**src/design/clcd_pkg.sv**
```systemverilog
// Package for the character LCD 4-bit sequencer.
// Holds opcodes, LCD command bytes, the queued command word and shared structs.
// Depends on nothing.
package clcd_pkg;

   localparam int unsigned QueueDepth = 2;

   typedef enum logic [2:0] {
      OP_INIT       = 3'd0,
      OP_WRITE_CHAR = 3'd1,
      OP_SET_POS    = 3'd2,
      OP_SET_FLAG   = 3'd3,
      OP_RAW_BYTE   = 3'd4
   } opcode_type;

   localparam logic [1:0] CSR_FUNCTION_SET    = 2'd0;
   localparam logic [1:0] CSR_DISPLAY_CONTROL = 2'd1;
   localparam logic [1:0] CSR_SECOND_LINE     = 2'd2;

   localparam logic [1:0] FLAG_DISPLAY = 2'd2;

   localparam logic [7:0] CHAR_NEWLINE   = 8'h0A;
   localparam logic [7:0] CHAR_FORM_FEED = 8'h0C;
   localparam logic [7:0] CHAR_RETURN    = 8'h0D;

   localparam logic [7:0] LCD_CLEAR        = 8'h01;
   localparam logic [7:0] LCD_ENTRY_MODE   = 8'h06;
   localparam logic [7:0] LCD_DISPLAY_CTRL = 8'h08;
   localparam logic [7:0] LCD_FUNCTION_SET = 8'h20;
   localparam logic [7:0] LCD_SET_ADDR     = 8'h80;

   localparam logic [4:0] RESET_FUNCTION_SET    = 5'd8;
   localparam logic [2:0] RESET_DISPLAY_CONTROL = 3'd4;
   localparam logic [6:0] RESET_SECOND_LINE     = 7'd64;

   localparam logic [5:0] STEP_INIT_FIRST = 6'd0;
   localparam logic [5:0] STEP_LAST_WAKE  = 6'd9;
   localparam logic [5:0] STEP_BYTE_START = 6'd13;
   localparam logic [5:0] STEP_BYTE_LAST  = 6'd20;
   localparam logic [5:0] STEP_INIT_LAST  = 6'd44;

   localparam logic [3:0] NIB_WAKE = 4'd3;
   localparam logic [3:0] NIB_4BIT = 4'd2;

   localparam logic [4:0] WAIT_POWER_UP = 5'd15;
   localparam logic [4:0] WAIT_WAKE     = 5'd5;
   localparam logic [4:0] WAIT_BYTE     = 5'd3;
   localparam logic [4:0] WAIT_CLEAR    = 5'd8;
   localparam logic [4:0] WAIT_NONE     = 5'd0;

   typedef enum logic {
      CMD_INIT = 1'b0,
      CMD_BYTE = 1'b1
   } cmd_kind_type;

   typedef struct packed {
      cmd_kind_type kind;
      logic         rs;
      logic [7:0]   byte_val;
      logic         clear;
   } cmd_type;

   typedef struct packed {
      logic [4:0] function_set_bits;
      logic [2:0] display_control_bits;
   } init_cfg_type;

   typedef struct packed {
      logic full;
      logic empty;
   } queue_status_type;

endpackage

```
**src/design/clcd_if.sv**
```systemverilog
// Handshake channels of the character LCD sequencer.
// Request channel carries commands, response channel carries pin states.
// Depends on nothing.
interface clcd_req_if;
   logic       valid;
   logic       ready;
   logic [2:0] opcode;
   logic [7:0] value;
   logic       line;
   logic [5:0] column;
   logic [1:0] flag_select;
   logic       flag_on;
   logic       rs_flag;

   modport source (output valid, opcode, value, line, column, flag_select, flag_on, rs_flag,
                   input ready);
   modport sink (input valid, opcode, value, line, column, flag_select, flag_on, rs_flag,
                 output ready);
endinterface

interface clcd_rsp_if;
   logic       valid;
   logic       ready;
   logic [3:0] data_pins;
   logic       register_select;
   logic       enable;
   logic [4:0] wait_ms;
   logic       last;

   modport source (output valid, data_pins, register_select, enable, wait_ms, last,
                   input ready);
   modport sink (input valid, data_pins, register_select, enable, wait_ms, last,
                 output ready);
endinterface

```
**src/design/char_lcd_4bit_sequencer_top.sv**
```systemverilog
// Top level of the character LCD 4-bit sequencer.
// Ties front end, command queue and pin sequencer. Depends on clcd_pkg, clcd_if.
//
//   channel  | direction | handshake     | carries
//   req_port | in        | valid / ready | opcode, value, line, column, flags, rs
//   rsp_port | out       | valid / ready | data_pins, RS, E, wait_ms, last
//   csr_*    | in        | csr_we        | index 0..2, 7-bit write data
//
// One pin state leaves per cycle from the sequencer while rsp_port does not stall,
// set by the sequencer step counter behind the response register.
// Commands with no pin states are accepted in the front end and never reach the queue.
// The queue lets the front end accept commands while the sequencer is busy or stalled.
// Synchronous reset empties the queue and clears the mode byte and response valid.
module char_lcd_4bit_sequencer_top #(
   parameter int unsigned QUEUE_DEPTH = clcd_pkg::QueueDepth
) (
   input  logic       clock,
   input  logic       reset,
   clcd_req_if.sink   req_port,
   clcd_rsp_if.source rsp_port,
   input  logic       csr_we,
   input  logic [1:0] csr_index,
   input  logic [6:0] csr_wdata
);
   import clcd_pkg::*;

   queue_status_type q_status;
   logic             push;
   cmd_type          push_cmd;
   logic             pop;
   cmd_type          pop_cmd;
   init_cfg_type     init_cfg;

   clcd_front u_front (
      .clock     (clock),
      .reset     (reset),
      .req_port  (req_port),
      .csr_we    (csr_we),
      .csr_index (csr_index),
      .csr_wdata (csr_wdata),
      .q_status  (q_status),
      .push      (push),
      .push_cmd  (push_cmd),
      .init_cfg  (init_cfg)
   );

   clcd_queue #(
      .DEPTH (QUEUE_DEPTH)
   ) u_queue (
      .clock    (clock),
      .reset    (reset),
      .push     (push),
      .push_cmd (push_cmd),
      .pop      (pop),
      .pop_cmd  (pop_cmd),
      .status   (q_status)
   );

   clcd_back u_back (
      .clock    (clock),
      .reset    (reset),
      .init_cfg (init_cfg),
      .q_status (q_status),
      .pop_cmd  (pop_cmd),
      .pop      (pop),
      .rsp_port (rsp_port)
   );

endmodule

```
**src/design/clcd_front.sv**
```systemverilog
// Front end: accepts commands, holds configuration and the display mode byte,
// turns each command with pin states into a queued init or byte word. Depends on clcd_pkg, clcd_if.
module clcd_front (
   input  logic                      clock,
   input  logic                      reset,
   clcd_req_if.sink                  req_port,
   input  logic                      csr_we,
   input  logic [1:0]                csr_index,
   input  logic [6:0]                csr_wdata,
   input  clcd_pkg::queue_status_type q_status,
   output logic                      push,
   output clcd_pkg::cmd_type         push_cmd,
   output clcd_pkg::init_cfg_type    init_cfg
);
   import clcd_pkg::*;

   logic [4:0] function_set_ff;
   logic [2:0] display_control_ff;
   logic [6:0] second_line_ff;
   logic [7:0] display_mode_ff;
   logic [7:0] display_mode_in;
   logic       accept;
   logic       has_work;
   logic [7:0] pos_sum;
   logic [7:0] flag_mask;
   logic [7:0] flag_mode;

   assign req_port.ready = !q_status.full;
   assign accept         = req_port.valid && req_port.ready;
   assign push           = accept && has_work;

   assign init_cfg.function_set_bits    = function_set_ff;
   assign init_cfg.display_control_bits = display_control_ff;

   assign pos_sum   = {1'b0, (req_port.line ? second_line_ff : 7'd0)}
                    + {2'b00, req_port.column};
   assign flag_mask = 8'd1 << req_port.flag_select;
   assign flag_mode = req_port.flag_on ? (display_mode_ff | flag_mask)
                                       : (display_mode_ff & ~flag_mask);

   always_comb begin
      has_work          = 1'b1;
      push_cmd.kind     = CMD_BYTE;
      push_cmd.rs       = 1'b0;
      push_cmd.byte_val = req_port.value;
      push_cmd.clear    = 1'b0;
      display_mode_in   = display_mode_ff;
      unique case (opcode_type'(req_port.opcode))
         OP_INIT: begin
            push_cmd.kind   = CMD_INIT;
            display_mode_in = LCD_DISPLAY_CTRL | {5'd0, display_control_ff};
         end
         OP_WRITE_CHAR: begin
            if (req_port.value == CHAR_FORM_FEED) begin
               push_cmd.byte_val = LCD_CLEAR;
               push_cmd.clear    = 1'b1;
            end else if (req_port.value == CHAR_NEWLINE) begin
               has_work = 1'b0;
            end else if (req_port.value == CHAR_RETURN) begin
               push_cmd.byte_val = LCD_SET_ADDR | {1'b0, second_line_ff};
            end else begin
               push_cmd.rs = 1'b1;
            end
         end
         OP_SET_POS: begin
            push_cmd.byte_val = LCD_SET_ADDR | {1'b0, pos_sum[6:0]};
         end
         OP_SET_FLAG: begin
            if (req_port.flag_select <= FLAG_DISPLAY) begin
               display_mode_in   = flag_mode;
               push_cmd.byte_val = flag_mode;
            end else begin
               has_work = 1'b0;
            end
         end
         OP_RAW_BYTE: begin
            push_cmd.rs = req_port.rs_flag;
         end
         default: begin
            has_work = 1'b0;
         end
      endcase
   end

   always_ff @(posedge clock) begin
      if (reset) begin
         function_set_ff    <= RESET_FUNCTION_SET;
         display_control_ff <= RESET_DISPLAY_CONTROL;
         second_line_ff     <= RESET_SECOND_LINE;
         display_mode_ff    <= 8'd0;
      end else begin
         if (csr_we) begin
            unique case (csr_index)
               CSR_FUNCTION_SET:    function_set_ff    <= csr_wdata[4:0];
               CSR_DISPLAY_CONTROL: display_control_ff <= csr_wdata[2:0];
               CSR_SECOND_LINE:     second_line_ff     <= csr_wdata;
               default: ;
            endcase
         end
         if (accept) begin
            display_mode_ff <= display_mode_in;
         end
      end
   end

endmodule

```
**src/design/clcd_queue.sv**
```systemverilog
// Command queue between front end and pin sequencer.
// Small register file with read and write pointers. Depends on clcd_pkg.
module clcd_queue #(
   parameter int unsigned DEPTH = clcd_pkg::QueueDepth
) (
   input  logic                       clock,
   input  logic                       reset,
   input  logic                       push,
   input  clcd_pkg::cmd_type          push_cmd,
   input  logic                       pop,
   output clcd_pkg::cmd_type          pop_cmd,
   output clcd_pkg::queue_status_type status
);
   import clcd_pkg::*;

   localparam int unsigned PtrW = (DEPTH > 1) ? $clog2(DEPTH) : 1;
   localparam int unsigned CntW = $clog2(DEPTH + 1);
   localparam logic [PtrW-1:0] PtrLast = PtrW'(DEPTH - 1);
   localparam logic [CntW-1:0] CntFull = CntW'(DEPTH);

   cmd_type         mem_ff [DEPTH];
   logic [PtrW-1:0] wr_ptr_ff;
   logic [PtrW-1:0] rd_ptr_ff;
   logic [CntW-1:0] count_ff;
   logic [PtrW-1:0] wr_ptr_in;
   logic [PtrW-1:0] rd_ptr_in;
   logic [CntW-1:0] count_in;

   assign pop_cmd      = mem_ff[rd_ptr_ff];
   assign status.full  = (count_ff == CntFull);
   assign status.empty = (count_ff == '0);

   always_comb begin
      wr_ptr_in = wr_ptr_ff;
      rd_ptr_in = rd_ptr_ff;
      count_in  = count_ff;
      if (push) begin
         wr_ptr_in = (wr_ptr_ff == PtrLast) ? '0 : wr_ptr_ff + PtrW'(1);
      end
      if (pop) begin
         rd_ptr_in = (rd_ptr_ff == PtrLast) ? '0 : rd_ptr_ff + PtrW'(1);
      end
      if (push && !pop) begin
         count_in = count_ff + CntW'(1);
      end else if (pop && !push) begin
         count_in = count_ff - CntW'(1);
      end
   end

   always_ff @(posedge clock) begin
      if (push) begin
         mem_ff[wr_ptr_ff] <= push_cmd;
      end
   end

   always_ff @(posedge clock) begin
      if (reset) begin
         wr_ptr_ff <= '0;
         rd_ptr_ff <= '0;
         count_ff  <= '0;
      end else begin
         wr_ptr_ff <= wr_ptr_in;
         rd_ptr_ff <= rd_ptr_in;
         count_ff  <= count_in;
      end
   end

endmodule

```
**src/design/clcd_back.sv**
```systemverilog
// Pin sequencer: expands a queued init or byte word into pin states,
// one per cycle while the response port does not stall, through the response register. Depends on clcd_pkg, clcd_if.
module clcd_back (
   input  logic                      clock,
   input  logic                      reset,
   input  clcd_pkg::init_cfg_type    init_cfg,
   input  clcd_pkg::queue_status_type q_status,
   input  clcd_pkg::cmd_type         pop_cmd,
   output logic                      pop,
   clcd_rsp_if.source                rsp_port
);
   import clcd_pkg::*;

   cmd_type    cmd_ff;
   cmd_type    cmd_in;
   logic       busy_ff;
   logic       busy_in;
   logic [5:0] step_ff;
   logic [5:0] step_in;
   logic [3:0] data_ff;
   logic [3:0] data_in;
   logic       valid_ff;
   logic       valid_in;
   logic [3:0] pins_ff;
   logic       rs_ff;
   logic       en_ff;
   logic [4:0] wait_ff;
   logic       last_ff;

   logic       can_load;
   logic       advance;
   logic [5:0] byte_step;
   logic [1:0] byte_idx;
   logic [2:0] sub;
   logic [7:0] byte_cur;
   logic       is_clear;
   logic [3:0] nib_cur;
   logic [3:0] st_data;
   logic       st_rs;
   logic       st_en;
   logic [4:0] st_wait;
   logic       st_last;

   assign rsp_port.valid           = valid_ff;
   assign rsp_port.data_pins       = pins_ff;
   assign rsp_port.register_select = rs_ff;
   assign rsp_port.enable          = en_ff;
   assign rsp_port.wait_ms         = wait_ff;
   assign rsp_port.last            = last_ff;

   assign can_load  = !valid_ff || rsp_port.ready;
   assign advance   = busy_ff && can_load;
   assign pop       = !q_status.empty && (!busy_ff || (advance && st_last));
   assign byte_step = step_ff - STEP_BYTE_START;
   assign byte_idx  = byte_step[4:3];
   assign sub       = byte_step[2:0];

   always_comb begin
      byte_cur = cmd_ff.byte_val;
      is_clear = cmd_ff.clear;
      if (cmd_ff.kind == CMD_INIT) begin
         is_clear = (byte_idx == 2'd2);
         case (byte_idx)
            2'd0:    byte_cur = LCD_FUNCTION_SET | {3'd0, init_cfg.function_set_bits};
            2'd1:    byte_cur = LCD_DISPLAY_CTRL | {5'd0, init_cfg.display_control_bits};
            2'd2:    byte_cur = LCD_CLEAR;
            default: byte_cur = LCD_ENTRY_MODE;
         endcase
      end
   end

   always_comb begin
      nib_cur = (step_ff <= STEP_LAST_WAKE) ? NIB_WAKE : NIB_4BIT;
      st_data = data_ff;
      st_rs   = 1'b0;
      st_en   = 1'b0;
      st_wait = WAIT_NONE;
      st_last = (cmd_ff.kind == CMD_INIT) ? (step_ff == STEP_INIT_LAST)
                                          : (step_ff == STEP_BYTE_LAST);
      if (step_ff == STEP_INIT_FIRST) begin
         st_data = 4'd0;
         st_wait = WAIT_POWER_UP;
      end else if (step_ff < STEP_BYTE_START) begin
         st_data = nib_cur;
         case (step_ff)
            6'd2, 6'd5, 6'd8, 6'd11: st_en = 1'b1;
            6'd3, 6'd6, 6'd9:        st_wait = WAIT_WAKE;
            default: ;
         endcase
      end else begin
         st_rs = cmd_ff.rs;
         st_en = (sub == 3'd3) || (sub == 3'd6);
         case (sub)
            3'd0, 3'd1:       st_data = data_ff;
            3'd2, 3'd3, 3'd4: st_data = byte_cur[7:4];
            default:          st_data = byte_cur[3:0];
         endcase
         if (sub == 3'd7) begin
            st_wait = is_clear ? WAIT_CLEAR : WAIT_BYTE;
         end
      end
   end

   always_comb begin
      cmd_in   = cmd_ff;
      busy_in  = busy_ff;
      step_in  = step_ff;
      data_in  = data_ff;
      valid_in = valid_ff && !rsp_port.ready;
      if (advance) begin
         valid_in = 1'b1;
         data_in  = st_data;
         step_in  = step_ff + 6'd1;
         if (st_last) begin
            busy_in = 1'b0;
         end
      end
      if (pop) begin
         cmd_in  = pop_cmd;
         busy_in = 1'b1;
         step_in = (pop_cmd.kind == CMD_INIT) ? STEP_INIT_FIRST : STEP_BYTE_START;
      end
   end

   always_ff @(posedge clock) begin
      if (reset) begin
         busy_ff  <= 1'b0;
         valid_ff <= 1'b0;
         step_ff  <= STEP_INIT_FIRST;
         data_ff  <= 4'd0;
      end else begin
         busy_ff  <= busy_in;
         valid_ff <= valid_in;
         step_ff  <= step_in;
         data_ff  <= data_in;
      end
   end

   always_ff @(posedge clock) begin
      cmd_ff <= cmd_in;
      if (advance) begin
         pins_ff <= st_data;
         rs_ff   <= st_rs;
         en_ff   <= st_en;
         wait_ff <= st_wait;
         last_ff <= st_last;
      end
   end

endmodule
```
**src/flat_wrapper.sv**
```systemverilog
// flat-port wrapper written by rule: the top's interface ports become plain ports
module char_lcd_4bit_sequencer_top_flat import clcd_pkg::*;
#(
   parameter int unsigned QUEUE_DEPTH = clcd_pkg::QueueDepth
)
  (clock, reset, csr_we, csr_index, csr_wdata, req_port_valid, req_port_opcode, req_port_value, req_port_line, req_port_column, req_port_flag_select, req_port_flag_on, req_port_rs_flag, req_port_ready, rsp_port_valid, rsp_port_data_pins, rsp_port_register_select, rsp_port_enable, rsp_port_wait_ms, rsp_port_last, rsp_port_ready);
  clcd_req_if req_port_i ();
  clcd_rsp_if rsp_port_i ();
  input  logic clock;
  input  logic reset;
  input  logic csr_we;
  input  logic [1:0] csr_index;
  input  logic [6:0] csr_wdata;
  input wire logic [$bits(req_port_i.valid)-1:0] req_port_valid;
  input wire logic [$bits(req_port_i.opcode)-1:0] req_port_opcode;
  input wire logic [$bits(req_port_i.value)-1:0] req_port_value;
  input wire logic [$bits(req_port_i.line)-1:0] req_port_line;
  input wire logic [$bits(req_port_i.column)-1:0] req_port_column;
  input wire logic [$bits(req_port_i.flag_select)-1:0] req_port_flag_select;
  input wire logic [$bits(req_port_i.flag_on)-1:0] req_port_flag_on;
  input wire logic [$bits(req_port_i.rs_flag)-1:0] req_port_rs_flag;
  output wire logic [$bits(req_port_i.ready)-1:0] req_port_ready;
  output wire logic [$bits(rsp_port_i.valid)-1:0] rsp_port_valid;
  output wire logic [$bits(rsp_port_i.data_pins)-1:0] rsp_port_data_pins;
  output wire logic [$bits(rsp_port_i.register_select)-1:0] rsp_port_register_select;
  output wire logic [$bits(rsp_port_i.enable)-1:0] rsp_port_enable;
  output wire logic [$bits(rsp_port_i.wait_ms)-1:0] rsp_port_wait_ms;
  output wire logic [$bits(rsp_port_i.last)-1:0] rsp_port_last;
  input wire logic [$bits(rsp_port_i.ready)-1:0] rsp_port_ready;
  assign req_port_i.valid = req_port_valid;
  assign req_port_i.opcode = req_port_opcode;
  assign req_port_i.value = req_port_value;
  assign req_port_i.line = req_port_line;
  assign req_port_i.column = req_port_column;
  assign req_port_i.flag_select = req_port_flag_select;
  assign req_port_i.flag_on = req_port_flag_on;
  assign req_port_i.rs_flag = req_port_rs_flag;
  assign req_port_ready = req_port_i.ready;
  assign rsp_port_valid = rsp_port_i.valid;
  assign rsp_port_data_pins = rsp_port_i.data_pins;
  assign rsp_port_register_select = rsp_port_i.register_select;
  assign rsp_port_enable = rsp_port_i.enable;
  assign rsp_port_wait_ms = rsp_port_i.wait_ms;
  assign rsp_port_last = rsp_port_i.last;
  assign rsp_port_i.ready = rsp_port_ready;
  char_lcd_4bit_sequencer_top #(.QUEUE_DEPTH(QUEUE_DEPTH)) u_core (.clock(clock), .reset(reset), .req_port(req_port_i), .rsp_port(rsp_port_i), .csr_we(csr_we), .csr_index(csr_index), .csr_wdata(csr_wdata));
endmodule
```
**config.mk**
```make
export PLATFORM = sky130hd
export DESIGN_NAME = char_lcd_4bit_sequencer_top_flat
export DESIGN_NICKNAME = d
export VERILOG_FILES = /design/src/design/clcd_pkg.sv /design/src/design/clcd_if.sv /design/src/design/char_lcd_4bit_sequencer_top.sv /design/src/design/clcd_front.sv /design/src/design/clcd_queue.sv /design/src/design/clcd_back.sv /design/src/flat_wrapper.sv
export SDC_FILE = /design/constraint.sdc
export NUM_CORES = 1
export LEC_CHECK = 0
export BUFFER_PORTS_ARGS = -buffer_cell sky130_fd_sc_hd__buf_2
export CAP_MARGIN = 5
export CELL_PAD_IN_SITES_DETAIL_PLACEMENT = 0
export CELL_PAD_IN_SITES_GLOBAL_PLACEMENT = 1
export CORE_MARGIN = 1.5
export CORE_UTILIZATION = 30
export CTS_CLUSTER_DIAMETER = 200
export DETAILED_ROUTE_END_ITERATION = 10
export HOLD_SLACK_MARGIN = 0.03
export PLACE_DENSITY = 0.63
export SYNTH_ARGS = -nofsm -noshare
export SYNTH_HDL_FRONTEND = slang
export SYNTH_HIERARCHICAL = 1
export SYNTH_SLANG_ARGS = --single-unit
```
**constraint.sdc**
```tcl
create_clock -name clock -period 3.96 [get_ports clock]
set_input_delay 1.188 -clock clock [delete_from_list [all_inputs] [get_ports clock]]
set_output_delay 1.188 -clock clock [all_outputs]
set_load 0.02 [all_outputs]
```
### Yosys cells after proc, flatten, opt, wreduce, memory -nomap -nowiden

Memory sizes are Yosys's and may differ from the RTL's. A register that Yosys moved wholly into a read port is not among the register bits.
Cells that the tools add are included.

* flip-flop bits (word level): 62
* RAM bits: 22
* output and inout bits: 14
* memories kept: 1

* add/subtract/negate cells: 7
* order comparisons: 3
* equal/unequal tests: 28
* shifts and indexed selects: 1
* muxes and demuxes: 48
* bitwise gates (word level): 3
* reduce and logical (&&, ||, !) cells: 39

Memories
* u_core.u_queue.mem_ff: words 2, width 11, read ports 1, clocked after memory_dff 1, write ports 1, RTL line clcd_queue.sv:21 `cmd_type mem_ff [DEPTH];`

Operators with widths (count)
* 8-bit two-way mux: 6
* 8-bit by 4-bit equality test with 1-bit output, second input constant: 3
* 8-bit one-hot mux with 3 select lines: 1
* 1-bit two-way mux: 23
* 4-bit two-way mux: 5
* 6-bit by 4-bit equality test with 1-bit output, second input constant: 3
* 6-bit one-hot mux with 3 select lines: 1
* 8-bit one-hot mux with 2 select lines: 1
* 3-bit by 2-bit equality test with 1-bit output, second input constant: 4
* 3-bit equality test, second input constant: 4
* 6-bit by 2-bit equality test with 1-bit output, second input constant: 2
* 6-bit by 3-bit equality test with 1-bit output, second input constant: 2
* 6-bit two-way mux: 2
* 9-bit two-way mux: 1
* 3-bit OR reduction: 3
* 8-bit AND: 1
* 1-bit logical AND: 8
* 8-bit NOT: 1
* 8-bit bitwise OR: 1
* 4-bit one-hot mux with 2 select lines: 1
* 2-bit AND reduction: 4
* 2-bit nonzero test: 4
* 1-bit by 2-bit << shifter with 8-bit output, first input constant: 1
* 7-bit by 6-bit adder with 7-bit output: 1
* 28 further kinds: 46

### Logic depth before layout (Yosys ltp)

* depth in word-level cells: 9
* depth in mapped cells: 11

### Hierarchy

Netlist, hierarchy kept.

Modules (own cells, without submodules)
* clcd_back: instances 1, cells an instance 173, area each 1855.5 um^2, seq. area each 900.9 um^2
* clcd_front: instances 1, cells an instance 191, area each 1571.5 um^2, seq. area each 380.4 um^2
* clcd_queue: instances 1, cells an instance 56, area each 997.2 um^2, seq. area each 760.7 um^2

### Least setup slack after synthesis

OpenSTA, ideal clock, no wires.

* path kind: input to register
* start point: in req_port_value[4]
* end point: reg u_core.u_queue.count_ff[1]
* setup time: 0.070 ns
* arrival time: 3.165 ns
* data required time: 3.890 ns
* setup slack: 0.725 ns
* cell stages on the path: 8
* path buffers: 1
* cells stage by stage: or4b_1 -> buf_2 -> nor3_1 -> a311oi_1 -> o31a_1 -> ha_1 -> or3_1 -> a21oi_1

* longest elaborated chain between the ends: 8
* elaborated cells on any way between the ends: 11

Ends and longest elaborated chain
* start: declaration: RTL line flat_wrapper.sv:16 `input wire logic [$bits(req_port_i.value)-1:0] req_port_value;`
* 8-bit by 4-bit equality test with 1-bit output: RTL line clcd_front.sv:57 `end else if (req_port.value == CHAR_NEWLINE) begin`
* 1-bit two-way mux: RTL line clcd_front.sv:57
* 1-bit two-way mux *: RTL line clcd_front.sv:54 `if (req_port.value == CHAR_FORM_FEED) begin`
* 1-bit one-hot mux with 3 select lines *: RTL line clcd_front.sv:48 `unique case (opcode_type'(req_port.opcode))`
* 1-bit logical AND *: RTL line clcd_front.sv:30 `assign push = accept && has_work;`
* net u_core.push: RTL line char_lcd_4bit_sequencer_top.sv:28 `logic push;`
* 1-bit logical NOT: RTL line clcd_queue.sv:45 `end else if (pop && !push) begin`
* 1-bit logical AND: RTL line clcd_queue.sv:45
* 2-bit nonzero test (no line)
* end signal: assignment: RTL line clcd_queue.sv:64 `count_ff <= count_in;`
* end: declaration: RTL line clcd_queue.sv:24 `logic [CntW-1:0] count_ff;`

Mark *: on every way through the listed nets, which the timed path passes. The rest lies on a longest branch.
A chain may end at the register's enable or synchronous reset.

### Worst setup path in the final report

Same ends and word-level chain as after synthesis.

==> metrics.md <==
| Metric | Value |
|---|---|
| Setup TNS | 0 ns |
| ANT nets after route | 0 |
| Synth Register Bits | 80 |
| Worst setup path class | input port to flip-flop |
| MaxCap Viol Count | 0 |
| Initial antenna violation count | 0 |
| Total track usage | 13.8% |
| PD cells | 616 nW/µm² |
| Routed wire length | 10300 µm |
| DP HPWL | 7740 µm |
| Max incr delay on CP | 0.67 ns |
| Count of warnings emitted by yosys | 6 |
| Worst EP arrival | 3.46 ns |
| Largest net degree at the start of global routing | 36 |
| Maximum fanout along the worst path | 6 |
| CTS sink count | 80 |
| Worst skew pair latency | 0.34 ns |
| Ant diodes | 0 |
| Core area | 14500 µm² |
| Total power | 3150 µW |
| Post-synth ARST share | 0% |
| Post-synthesis cell area | 4420 µm² |
| Post-synth EDFFs | 44 |
| Vias in the first global route | 3259 |
| Slew @ Worst Pin | 0.944 ns |
| CP max-delay cell | or4b_1 |
| Via Count | 3277 |
| H-tree Lvls | 3 |
| Initial DRC Count | 243 |
| Final estimated routing congestion in global placement | 0.833 |
| Via density per instance | 5.06 |
| Starting density of the core | 30.6% |
| Io pins | 50 |
| Drt drc | 0 |
| Min cycle time layout | 3.19 ns |
| Wirelength per Cell | 15.8 µm |
| Die X | 124 µm |
| Peak ir drop on the vdd network | 0.229 mV |
| Clk buf depth | 2 |
| Die area | 15500 µm² |
| Layout cell share with drive strength beyond 1 | 20.3% |
| RSZ-0062 raised after global routing | false |
| Worst Skew | 0.00687 ns |
| Global-route wire length before repair | 17100 µm |
| Top post-synthesis cells by count | nor2_1 (47), edfxtp_1 (44), dfxtp_1 (36) |
| Post-synthesis sequential area ratio | 46.2% |
| Port Buffers | 48 |
| GRT overflow | 0 |
| Total CTS buffers | 9 |
| Post-synthesis cell count | 420 |
| Cell Chain, Critical Path | buf_2 > or4b_1 > nor3_1 > a311oi_1 > o31a_1 > ha_1 > or3_1 > a21oi_1 |
| Final nets | 509 |
| Post-CTS sizing | 0 |
| Status | finished, final reports clean |
| CP startpoint kind | input port |
| CTS clk-pin slew, worst paths | 0.06 ns |
| Worst EP required | 4.23 ns |
| Worst Setup End Kind | flip-flop |
| Clock root cell | clkbuf_16 |
| Cts hold-fix bufs | 0 |
| Rows | 44 |
| Yosys top cell by area | edfxtp_1 |
| Final setup viols | 0 |
| Die Y-Extent | 124 µm |
| Relative slew slack | 37.0% |
| Syn Nets | 470 |
| Syn avg cell area | 10.5 µm² |
| Worst min-delay path category | flip-flop to flip-flop |
| Most frequent cell after synthesis | nor2_1 |
| Tcrit/Tclk final | 80.5% |
| Max Freq | 314 MHz |
| Leakage | 0.00197 µW |
| Netlist cell types | 77 |
| CTS tree | done |
| Top cells by area, synth | edfxtp_1 (30%), dfxtp_1 (16%), mux2i_1 (4.1%) |
| Slew Limit Fails | 0 |
| Main synth FF type | edfxtp_1 |
| Area delta synth->final | 15.8% |
| Hold Fails Final Rpt | 0 |
| Setup Fix Bufs, Post-CTS | 0 |
| Yosys top cell area share | 29.9% |
| 1st-pass router iterations | 5 |
worst max-delay path, delay by kind of cell:
| kind | cells | cell delay (ns) |
|---|---|---|
| compound gates | 3 | 0.57 |
| simple gates | 3 | 1.24 |
| buf+inv | 1 | 0.11 |
| fa+ha+maj | 1 | 0.35 |
through the flow:
stage	setup slack (ns)	instance area, µm²	util, %	hold slack (ns)	instances
detailed placement	0.421	4790	33.1	0.476	632
finish	0.774	5120	35.4	0.492	648
floorplan	0.725	4420	-	0.438	420
global route	0.671	5120	35.4	0.516	648
CTS	0.780	5120	35.4	0.495	648
global placement	0.446	4790	33.1	0.478	632
final timing paths:
kind                                                   startpoint                                 to  slack, ns  cells after the start
worst max-delay path                            req_port_value[4]         u_core/u_queue/count_ff[1]       0.77                      8
worst min-delay path            u_core/u_front/display_mode_ff[2]  u_core/u_front/display_mode_ff[2]       0.49                      2
worst max register to register           u_core/u_back/step_ff[0]         u_core/u_queue/count_ff[1]       1.12                     10
worst min register to register  u_core/u_front/display_mode_ff[2]  u_core/u_front/display_mode_ff[2]       0.49                      2
layer usage:
metal	routed length [µm]	up-vias	part of all wire [%]	global-route usage, %
li1	-	1635	-	-
met1	4900	1546	48	18.4
met2	4690	82	46	21.7
met3	442	14	4.3	3.05
met4	223	0	2.2	5.81
met5	0	-	0	0
flip-flops by register name, summed over array words and instances, names as in the netlist, named ones only:
| signal | count |
|---|---|
| u_core/u_back/rsp_port.data_pins | 4 |
| u_core/u_queue/wr_ptr_ff | 1 |
| u_core/u_front/display_control_ff | 3 |
| u_core/u_queue/mem_ff | 22 |
| u_core/u_back/rsp_port.last | 1 |
| u_core/u_front/second_line_ff | 7 |
| u_core/u_back/cmd_ff | 11 |
| u_core/u_queue/count_ff | 2 |
| u_core/u_back/busy_ff | 1 |
| u_core/u_queue/rd_ptr_ff | 1 |
| u_core/u_back/rsp_port.valid | 1 |
| u_core/u_front/function_set_ff | 5 |
| u_core/u_back/rsp_port.enable | 1 |
| u_core/u_back/rsp_port.wait_ms | 4 |
| u_core/u_front/display_mode_ff | 4 |
| u_core/u_back/data_ff | 4 |
| u_core/u_back/rsp_port.register_select | 1 |
| u_core/u_back/step_ff | 6 |
layout by cell type (no fill, tap or decap), types with 3 or more instances in the layout:
cell type	count
a32o_1	3
nand2b_1	9
clkbuf_16	9
a211oi_1	6
inv_6	3
a21oi_1	20
mux2i_1	18
nor2_1	47
inv_1	16
buf_2	48
xor2_1	6
o22ai_1	3
nand4_1	3
nor3_1	9
ha_1	13
and2_1	10
nand3_1	5
a31oi_1	3
o21ai_0	11
xnor2_1	9
nand2_1	18
dfxtp_1	36
nor2b_1	8
a221oi_1	6
nor3b_2	3
o31a_1	3
nand3b_1	4
edfxtp_1	44
nor4b_1	3
o21ai_1	3
a211o_1	6
mux2_2	12
nor3b_1	6
o21bai_1	3
cell type report:
cell class                 instances  area (µm²)
timing repair buffer              50         255
clock inverter                     7         111
clock buffer                       9         225
multi-input combinational        301        2190
sequential                        80        2040
fill                            1468        9360
tap                              184         230
inverter                          17        63.8
cell families after synthesis:
logic type,synth area share [%]
buf+inv,4.24
flops,46.2
xor+xnor,3.59
simple gates,18.2
mux,8.03
fa+ha+maj,4.13
compound gates,15.6
other cells,0.0848
report_power, final:
part / total [µW] / switching (µW) / internal, µW
combinational: 1000 / 585 / 415
sequential: 1230 / 135 / 1090
clock: 925 / 359 / 565
Note: power is estimated with default switching activity, not from simulation.
